$ cat src/dcd_pkg.sv
`default_nettype none
package dcd_pkg;
  localparam int unsigned MaxProcesses = 16;
  localparam int unsigned MaxResources = 16;

  localparam logic [1:0] KindNone    = 2'd0;
  localparam logic [1:0] KindHeld    = 2'd1;
  localparam logic [1:0] KindRequest = 2'd2;

  localparam logic RegNumProcesses = 1'b0;
  localparam logic RegNumResources = 1'b1;

  // Clamp a configured count into 1..max
  function automatic logic [6:0] clamp_count(logic [4:0] v, logic [6:0] max);
    logic [6:0] r;
    begin
      r = {2'b00, v};
      if (v == 5'd0) r = 7'd1;
      else if (r > max) r = max;
      return r;
    end
  endfunction
endpackage
`default_nettype wire

$ cat src/dcd_walk.sv
`default_nettype none
// Sequencer that builds the wait-for rows, then runs an iterative DFS.
module dcd_walk import dcd_pkg::*; #(
  parameter int unsigned MAX_PROCESSES = MaxProcesses,
  parameter int unsigned MAX_RESOURCES = MaxResources,
  localparam int unsigned PW = (MAX_PROCESSES > 1) ? $clog2(MAX_PROCESSES) : 1,
  localparam int unsigned RW = (MAX_RESOURCES > 1) ? $clog2(MAX_RESOURCES) : 1
) (
  input  wire logic          clk_i,
  input  wire logic          rst_ni,
  input  wire logic          start_i,
  input  wire logic [PW:0]   np_i,
  input  wire logic [RW:0]   nr_i,
  output logic [PW-1:0]      rd_p_o,
  output logic [RW-1:0]      rd_r_o,
  input  wire logic [1:0]    rd_kind_i,
  output logic               done_o,
  output logic               dead_o
);
  typedef enum logic [5:0] {
    StIdle  = 6'b000001,
    StReq   = 6'b000010,
    StHeld  = 6'b000100,
    StStart = 6'b001000,
    StWalk  = 6'b010000,
    StDone  = 6'b100000
  } state_e;

  state_e state_q, state_d;
  logic [PW-1:0] i_q, i_d, k_q, k_d, s_q, s_d;
  logic [RW-1:0] r_q, r_d;
  logic [PW:0]   top_q, top_d;
  logic          dead_q, dead_d;
  logic [MAX_PROCESSES-1:0] wait_q [MAX_PROCESSES];
  logic [MAX_PROCESSES-1:0] row_d;
  logic          row_we;
  logic [MAX_PROCESSES-1:0] vis_q, vis_d, onp_q, onp_d;
  logic [PW-1:0] stk_q [MAX_PROCESSES];
  logic [PW:0]   nstk_q [MAX_PROCESSES];
  logic          stk_we, nxt_we;
  logic [PW-1:0] stk_wa, stk_wd, p_cur;
  logic [PW-1:0] nxt_wa, i_cur;
  logic [PW:0]   nxt_wd;

  localparam logic [PW:0] MaxTop = (PW+1)'(MAX_PROCESSES);

  assign p_cur = stk_q[top_q[PW-1:0] - PW'(1)];
  assign i_cur = nstk_q[top_q[PW-1:0] - PW'(1)][PW-1:0];

  // Sequencer: one edge-store read or one walk step per cycle
  always_comb begin
    state_d = state_q;
    i_d = i_q; k_d = k_q; r_d = r_q; s_d = s_q;
    top_d = top_q; dead_d = dead_q;
    vis_d = vis_q; onp_d = onp_q;
    row_d = wait_q[i_q]; row_we = 1'b0;
    stk_we = 1'b0; stk_wa = '0; stk_wd = '0;
    nxt_we = 1'b0; nxt_wa = '0; nxt_wd = '0;
    rd_p_o = i_q; rd_r_o = r_q;
    done_o = 1'b0;
    case (state_q)
      StIdle: begin
        if (start_i) begin
          i_d = '0; r_d = '0; k_d = '0; dead_d = 1'b0;
          state_d = StReq;
          row_we = 1'b1; row_d = '0;
        end
      end
      StReq: begin
        rd_p_o = i_q; rd_r_o = r_q;
        if (rd_kind_i == KindRequest) begin
          k_d = '0; state_d = StHeld;
        end else if ({1'b0, r_q} + (RW+1)'(1) < nr_i) begin
          r_d = r_q + RW'(1);
        end else if ({1'b0, i_q} + (PW+1)'(1) < np_i) begin
          i_d = i_q + PW'(1); r_d = '0;
        end else begin
          s_d = '0; vis_d = '0; onp_d = '0; state_d = StStart;
        end
      end
      StHeld: begin
        rd_p_o = k_q; rd_r_o = r_q;
        if (rd_kind_i == KindHeld) begin
          row_we = 1'b1; row_d = wait_q[i_q] | (MAX_PROCESSES'(1) << k_q);
        end
        if ({1'b0, k_q} + (PW+1)'(1) < np_i) begin
          k_d = k_q + PW'(1);
        end else if ({1'b0, r_q} + (RW+1)'(1) < nr_i) begin
          r_d = r_q + RW'(1); state_d = StReq;
        end else if ({1'b0, i_q} + (PW+1)'(1) < np_i) begin
          i_d = i_q + PW'(1); r_d = '0; state_d = StReq;
        end else begin
          s_d = '0; vis_d = '0; onp_d = '0; state_d = StStart;
        end
      end
      StStart: begin
        if (vis_q[s_q]) begin
          if ({1'b0, s_q} + (PW+1)'(1) < np_i) s_d = s_q + PW'(1);
          else state_d = StDone;
        end else begin
          stk_we = 1'b1; stk_wa = '0; stk_wd = s_q;
          nxt_we = 1'b1; nxt_wa = '0; nxt_wd = '0;
          top_d = (PW+1)'(1);
          vis_d[s_q] = 1'b1; onp_d[s_q] = 1'b1;
          state_d = StWalk;
        end
      end
      StWalk: begin
        if (top_q == '0) begin
          if ({1'b0, s_q} + (PW+1)'(1) < np_i) begin
            s_d = s_q + PW'(1); state_d = StStart;
          end else state_d = StDone;
        end else if (nstk_q[top_q[PW-1:0] - PW'(1)] >= np_i) begin
          onp_d[p_cur] = 1'b0;
          top_d = top_q - (PW+1)'(1);
        end else begin
          nxt_we = 1'b1; nxt_wa = top_q[PW-1:0] - PW'(1);
          nxt_wd = nstk_q[top_q[PW-1:0] - PW'(1)] + (PW+1)'(1);
          if (wait_q[p_cur][i_cur]) begin
            if (onp_q[i_cur]) begin
              dead_d = 1'b1; state_d = StDone;
            end else if (!vis_q[i_cur] && top_q < MaxTop) begin
              vis_d[i_cur] = 1'b1; onp_d[i_cur] = 1'b1;
              stk_we = 1'b1; stk_wa = top_q[PW-1:0]; stk_wd = i_cur;
              top_d = top_q + (PW+1)'(1);
            end
          end
        end
      end
      StDone: begin
        done_o = 1'b1;
        state_d = StIdle;
      end
      default: state_d = StIdle;
    endcase
  end

  always_ff @(posedge clk_i or negedge rst_ni) begin
    if (!rst_ni) begin
      state_q <= StIdle;
      dead_q  <= 1'b0;
      top_q   <= '0;
      vis_q   <= '0;
      onp_q   <= '0;
    end else begin
      state_q <= state_d;
      dead_q  <= dead_d;
      top_q   <= top_d;
      vis_q   <= vis_d;
      onp_q   <= onp_d;
    end
  end

  // Hold counters, rows and walk frames; clear a row as the build enters it
  always_ff @(posedge clk_i) begin
    i_q <= i_d; k_q <= k_d; r_q <= r_d; s_q <= s_d;
    if (row_we) wait_q[i_q] <= row_d;
    if (row_we && state_q == StIdle) wait_q[i_d] <= '0;
    if (stk_we) stk_q[stk_wa] <= stk_wd;
    if (nxt_we) nstk_q[nxt_wa] <= nxt_wd;
    if (stk_we && state_q == StWalk) nstk_q[stk_wa] <= '0;
    if ((state_q == StReq || state_q == StHeld) && state_d == StReq && i_d != i_q)
      wait_q[i_d] <= '0;
  end

  assign dead_o = dead_q;
endmodule
`default_nettype wire

$ cat src/deadlock_cycle_detector.sv
`default_nettype none
// Deadlock detector over a single-instance resource allocation graph.
// Slave stream: one graph entry per transfer (process, resource, edge kind),
// with tlast marking the final entry of a graph. Plain entries are taken one
// per cycle while tready is high and written into the edge store. The last
// entry starts a walk: the sequencer first reads the store to build one
// wait-for row per process, then runs a depth-first search over those rows,
// one edge test per cycle. tready stays low during the walk. The verdict
// leaves on the master stream as one transfer and is held in an output
// register until taken; meanwhile the edge store is swept clear, one row
// per cycle. New entries are accepted once the verdict is taken and the
// sweep is over. Reset clears control state and sweeps the edge store the
// same way; configuration writes over APB are taken at any time.
// Registers: 0x0 num_processes, 0x4 num_resources.
module deadlock_cycle_detector import dcd_pkg::*; #(
  parameter int unsigned MAX_PROCESSES = MaxProcesses,
  parameter int unsigned MAX_RESOURCES = MaxResources
) (
  input  wire logic        clk_i,
  input  wire logic        rst_ni,
  input  wire logic        psel,
  input  wire logic        penable,
  input  wire logic        pwrite,
  input  wire logic [2:0]  paddr,
  input  wire logic [31:0] pwdata,
  output logic [31:0]      prdata,
  output logic             pready,
  input  wire logic        s_axis_tvalid,
  output logic             s_axis_tready,
  input  wire logic [15:0] s_axis_tdata,  // process_index[3:0], resource_index[7:4],
                                          // edge_kind[9:8], zero fill
  input  wire logic        s_axis_tlast,
  output logic             m_axis_tvalid,
  input  wire logic        m_axis_tready,
  output logic [7:0]       m_axis_tdata   // deadlock[0], zero fill
);
  localparam int unsigned PW = (MAX_PROCESSES > 1) ? $clog2(MAX_PROCESSES) : 1;
  localparam int unsigned RW = (MAX_RESOURCES > 1) ? $clog2(MAX_RESOURCES) : 1;

  logic [4:0] np_reg_q, nr_reg_q;
  logic [6:0] np_c, nr_c;
  logic [PW:0] np;
  logic [RW:0] nr;
  logic [2*MAX_RESOURCES-1:0] store_q [MAX_PROCESSES];
  logic       busy_q, clr_q, ovalid_q, odata_q;
  logic [PW:0] clr_cnt_q;
  logic [PW-1:0] rd_p;
  logic [RW-1:0] rd_r;
  logic [1:0] rd_kind, kind;
  logic       done, dead, acc;
  logic [3:0] in_p, in_r;

  // Configuration registers
  assign pready = 1'b1;
  always_ff @(posedge clk_i or negedge rst_ni) begin
    if (!rst_ni) begin
      np_reg_q <= 5'd16; nr_reg_q <= 5'd16;
    end else if (psel && penable && pwrite && paddr[1:0] == 2'b00) begin
      if (paddr[2] == RegNumProcesses) np_reg_q <= pwdata[4:0];
      else nr_reg_q <= pwdata[4:0];
    end
  end
  always_comb begin
    prdata = '0;
    if (paddr[1:0] == 2'b00) begin
      if (paddr[2] == RegNumProcesses) prdata[4:0] = np_reg_q;
      else prdata[4:0] = nr_reg_q;
    end
  end

  assign np_c = clamp_count(np_reg_q, 7'(MAX_PROCESSES));
  assign nr_c = clamp_count(nr_reg_q, 7'(MAX_RESOURCES));
  assign np = np_c[PW:0];
  assign nr = nr_c[RW:0];

  assign in_p = s_axis_tdata[3:0];
  assign in_r = s_axis_tdata[7:4];
  assign kind = (s_axis_tdata[9:8] == 2'd3) ? KindNone : s_axis_tdata[9:8];
  assign s_axis_tready = !busy_q && !clr_q && !ovalid_q;
  assign acc = s_axis_tvalid && s_axis_tready;

  // Edge store: one row word per process, swept clear a row a cycle
  assign rd_kind = store_q[rd_p][{rd_r, 1'b0} +: 2];
  always_ff @(posedge clk_i) begin
    if (clr_q) begin
      store_q[clr_cnt_q[PW-1:0]] <= '0;
    end else if (acc && 32'(in_p) < MAX_PROCESSES && 32'(in_r) < MAX_RESOURCES) begin
      store_q[PW'(in_p)][{RW'(in_r), 1'b0} +: 2] <= kind;
    end
  end

  // Control: busy during walk, clear sweep after verdict and reset
  always_ff @(posedge clk_i or negedge rst_ni) begin
    if (!rst_ni) begin
      busy_q <= 1'b0; clr_q <= 1'b1; clr_cnt_q <= '0;
      ovalid_q <= 1'b0; odata_q <= 1'b0;
    end else begin
      if (acc && s_axis_tlast) busy_q <= 1'b1;
      if (done) begin
        busy_q <= 1'b0; ovalid_q <= 1'b1; odata_q <= dead;
        clr_q <= 1'b1; clr_cnt_q <= '0;
      end
      if (clr_q) begin
        if (clr_cnt_q == (PW+1)'(MAX_PROCESSES - 1)) clr_q <= 1'b0;
        clr_cnt_q <= clr_cnt_q + (PW+1)'(1);
      end
      if (ovalid_q && m_axis_tready) ovalid_q <= 1'b0;
    end
  end

  dcd_walk #(
    .MAX_PROCESSES(MAX_PROCESSES),
    .MAX_RESOURCES(MAX_RESOURCES)
  ) u_walk (
    .clk_i     (clk_i),
    .rst_ni    (rst_ni),
    .start_i   (acc && s_axis_tlast),
    .np_i      (np),
    .nr_i      (nr),
    .rd_p_o    (rd_p),
    .rd_r_o    (rd_r),
    .rd_kind_i (rd_kind),
    .done_o    (done),
    .dead_o    (dead)
  );

  assign m_axis_tvalid = ovalid_q;
  assign m_axis_tdata  = {7'd0, odata_q};
endmodule
`default_nettype wire

$ cat config.mk
export PLATFORM = sky130hd
export DESIGN_NAME = deadlock_cycle_detector
export DESIGN_NICKNAME = d
export VERILOG_FILES = /design/src/dcd_pkg.sv /design/src/dcd_walk.sv /design/src/deadlock_cycle_detector.sv
export SDC_FILE = /design/constraint.sdc
export NUM_CORES = 2
export LEC_CHECK = 0
export BUFFER_PORTS_ARGS = -buffer_cell sky130_fd_sc_hd__buf_2
export CAP_MARGIN = 20
export CORE_MARGIN = 10
export CORE_UTILIZATION = 57
export CTS_BUF_LIST = sky130_fd_sc_hd__clkbuf_2
export DETAILED_ROUTE_END_ITERATION = 8
export HOLD_SLACK_MARGIN = 0.02
export PLACE_DENSITY_LB_ADDON = 0.08
export SYNTH_ARGS = -nofsm -noshare
export SYNTH_HDL_FRONTEND = slang
export SYNTH_SLANG_ARGS = --single-unit
$ cat constraint.sdc
create_clock -name clk_i -period 13.1 [get_ports clk_i]
set_input_delay 1.965 -clock clk_i [delete_from_list [all_inputs] [get_ports clk_i]]
set_output_delay 1.965 -clock clk_i [all_outputs]
set_load 0.1 [all_outputs]
==> out/results.ini <==
[power_and_ir_drop]
pwr-share-comb_pct=36.5
netSwitchingPower_mw=3.84
p_per_area_nw_per_um2=178
power.total_mw=9.45
p_leak_nw=18.6
p_int_mw=5.61
swShare_pct=40.6
ir_drop_v=0.000134
power_frac_seq_pct=40.9
p_clk_share_pct=22.6

[setup_path]
max_stage_delay_ns=0.66
startpoint=u_walk.top_q[0]
crit_path_end=u_walk.stk_q[0][2]
startpoint_type=flip-flop
cp_top_family=simple AND/OR/NAND/NOR gates
r2r-start=u_walk.top_q[0]
worstPathArrival_ns=9.55
path_buf_inv=4
r2r_slack_ns=4.78
crit_slowest_cell=nor4b_2
rr_worst_depth=18
required_ns=14.33
cp_cell_sequence=buf_4 > clkinv_1 > ha_1 > xor2_4 > mux4_2 > a32oi_1 > and2_4 > buf_4 > mux2i_1 > a221o_1 > a2111oi_2 > nand4_1 > a211oi_2 > nand3_1 > nand3b_1 > buf_4 > nor4b_2 > or2_2
timing.rr.end=u_walk.stk_q[0][2]
path_max_fanout=47
setup.worst_path.class=reg2reg
crit_top_cell=buf_4
cp.depth=18
cp-end-kind=flip-flop

[placed_design]
gp_congestion=0.942
io_buffers=33
place.detailed.hpwl_mm=98.6

[timing]
hold_violations=0
slew_viol_final=0
fin_setup_tns_ns=0
rsz0062_at_grt=no
relSlewSlack_pct=16.8
fin_crit_ns=8.32
setup_viol_count_final=0
worst_pin_slew_ns=1.24
timing.fmax_mhz=120
clock_skew_ns=0.183
period_share_pct=63.5

[floorplan]
ios=102
core-area_um2=86500
die-area_um2=99100
start_util_pct=57.3
fp-row-count=108
die_h_um=315
die_x_um=315

[synth]
synth_top_area_cell=edfxtp_1
synthArstFlopShare_pct=6.36
synth_ff_type=edfxtp_1
synthDistinctLibCells=109
syn_area_per_cell_um2=11.1
synth-seq-cells=991
synth.top_cell.area_share_pct=35.6
synthCells=4452
ys_warn_count=0
synth_area_leaders=edfxtp_1, dfxtp_1, mux2i_1
synth_edf_count=588
synth_seq_area_share_pct=52.5
syn-cell-area_um2=49600

[drt]
viasPerCell=6.50
via_count=38497
ant_nets=0
dr.first_iter.drc_count=5211
firstDrtPassIters=7
wl_per_cell_um=27.1
wl_mm=160
drc=0

[clocking]
path_clk_slew_ns=0.11
numCtsBuffers=279
cts_hold_buf=0
cts-root-buf=clkbuf_2
htreeDepth=5
cts_resized=0
clock_path_buffers=4
clk_latency_ns=1.63
postCtsSetupRepairBufs=0
tritoncts=built
clock_sinks=991

[final_layout]
layout_commonest_cell=nor2_1
final_cell_mix=nor2_1, edfxtp_1, mux2i_1, nand2_1, clkbuf_2
fin_nets=4710
area_growth_syn_to_layout_pct=6.96
drive_above_1_share_pct=18.4

[grt]
overflow=0
grt_usage_pct=31.8
grt_pass1_wl_mm=237
antenna_found_initial=9
grt_max_degree=98
grt_pass1_vias=36958

[run_status]
status=finished clean

[run]
maxCapViolCount=0

[min_path]
min_path_type=reg2reg

==> state kept, by name, indices dropped and copies added (netlist names), 5 cells and up <==
register and flops:
u_walk.top_q 5, clr_cnt_q 5, store_q 512, nr_reg_q 5
u_walk.wait_q 256, u_walk.nstk_q 80, u_walk.vis_q 16, np_reg_q 5
u_walk.state_q 6, u_walk.onp_q 16, u_walk.stk_q 64
==> routing by layer <==
layer | up-vias | global-route usage (%) | wire (µm)
met3 | 459 | 7.76 | 19600
met4 | 8 | 13.3 | 6280
met5 | - | 0 | 78
met1 | 18742 | 44.1 | 63700
li1 | 16805 | - | -
met2 | 2483 | 47.4 | 70900
==> cell type report <==
type                            instances  area, µm²
Antenna cell                            7       17.5
Timing Repair Buffer                  185       1370
Clock inverter                         40        181
Sequential cell                       991      26100
Inverter                               47        184
Multi-Input combinational cell       3095      21700
Clock buffer                          407       2040
Fill cell                            7340      33500
Tap cell                             1155       1450
==> worst min-delay path: stages (launching register included) <==
cell     delay, ns
dfxtp_1       0.33
nand2_1       0.05
a21oi_1       0.05
==> worst min-delay path by stage <==
| stage | startpoint | end | slack, ns | cells after the start |
|---|---|---|---|---|
| 2_1_floorplan | u_walk.nstk_q[11][2] | u_walk.nstk_q[11][2] | 0.43 | 2 |
| 3_3_place_gp | u_walk.nstk_q[11][0] | u_walk.nstk_q[11][0] | 0.44 | 2 |
| 3_5_place_dp | u_walk.nstk_q[11][0] | u_walk.nstk_q[11][0] | 0.45 | 2 |
| 4_1_cts | rst_ni | busy_q | 0.37 | 1 |
| 5_1_grt | rst_ni | u_walk.onp_q[8] | 0.46 | 1 |
| 6_report | u_walk.nstk_q[11][0] | u_walk.nstk_q[11][0] | 0.46 | 2 |
==> synth_stat cells (all sizes together), types with 84 or more instances <==
master / instances
edfxtp: 588
dfxtp: 340
nand2: 490
buf: 212
and3: 91
clkbuf: 140
a21oi: 159
mux2i: 502
mux4: 124
o21ai: 91
a211oi: 84
nor2: 733
==> power groups by stage <==
stage,sequential (mW),clock (mW),combinational (mW)
after floorplan,3.80,0,2.38
after global placement,3.92,0,3.25
after detailed placement,3.92,0,3.29
after CTS,3.86,2.16,3.30
after global routing,3.90,2.31,3.64
final,3.87,2.14,3.44
==> metrics by stage <==
step                      util [%]  std cells  setup slack [ns]  hold slack, ns  instance area (µm²)
after floorplan                  -       4485              7.32           0.429                49700
after global placement        58.3       5433              4.81           0.436                50400
after detailed placement      58.3       5437              4.72           0.445                50500
after CTS                     60.9       5884              4.67           0.368                52700
after global routing          61.3       5926              4.43           0.461                53000
final                         61.3       5927              4.78           0.460                53000
==> cell families (layout without fill, tap and decap cells) <==
| logic type | Yosys count | in the layout | share of synthesized area (%) |
|---|---|---|---|
| other | 2 | 42 | 0.0152 |
| buffers and inverters | 399 | 679 | 4.15 |
| DFF | 991 | 991 | 52.5 |
| xor gates and xnor gates | 19 | 19 | 0.374 |
| AOI/OAI and AO/OA | 677 | 677 | 9.76 |
| and+or+nand+nor | 1649 | 1649 | 15.2 |
| muxes | 663 | 663 | 16.6 |
| adders and majority gates | 52 | 52 | 1.33 |
Power figures use the tool's default switching activity.
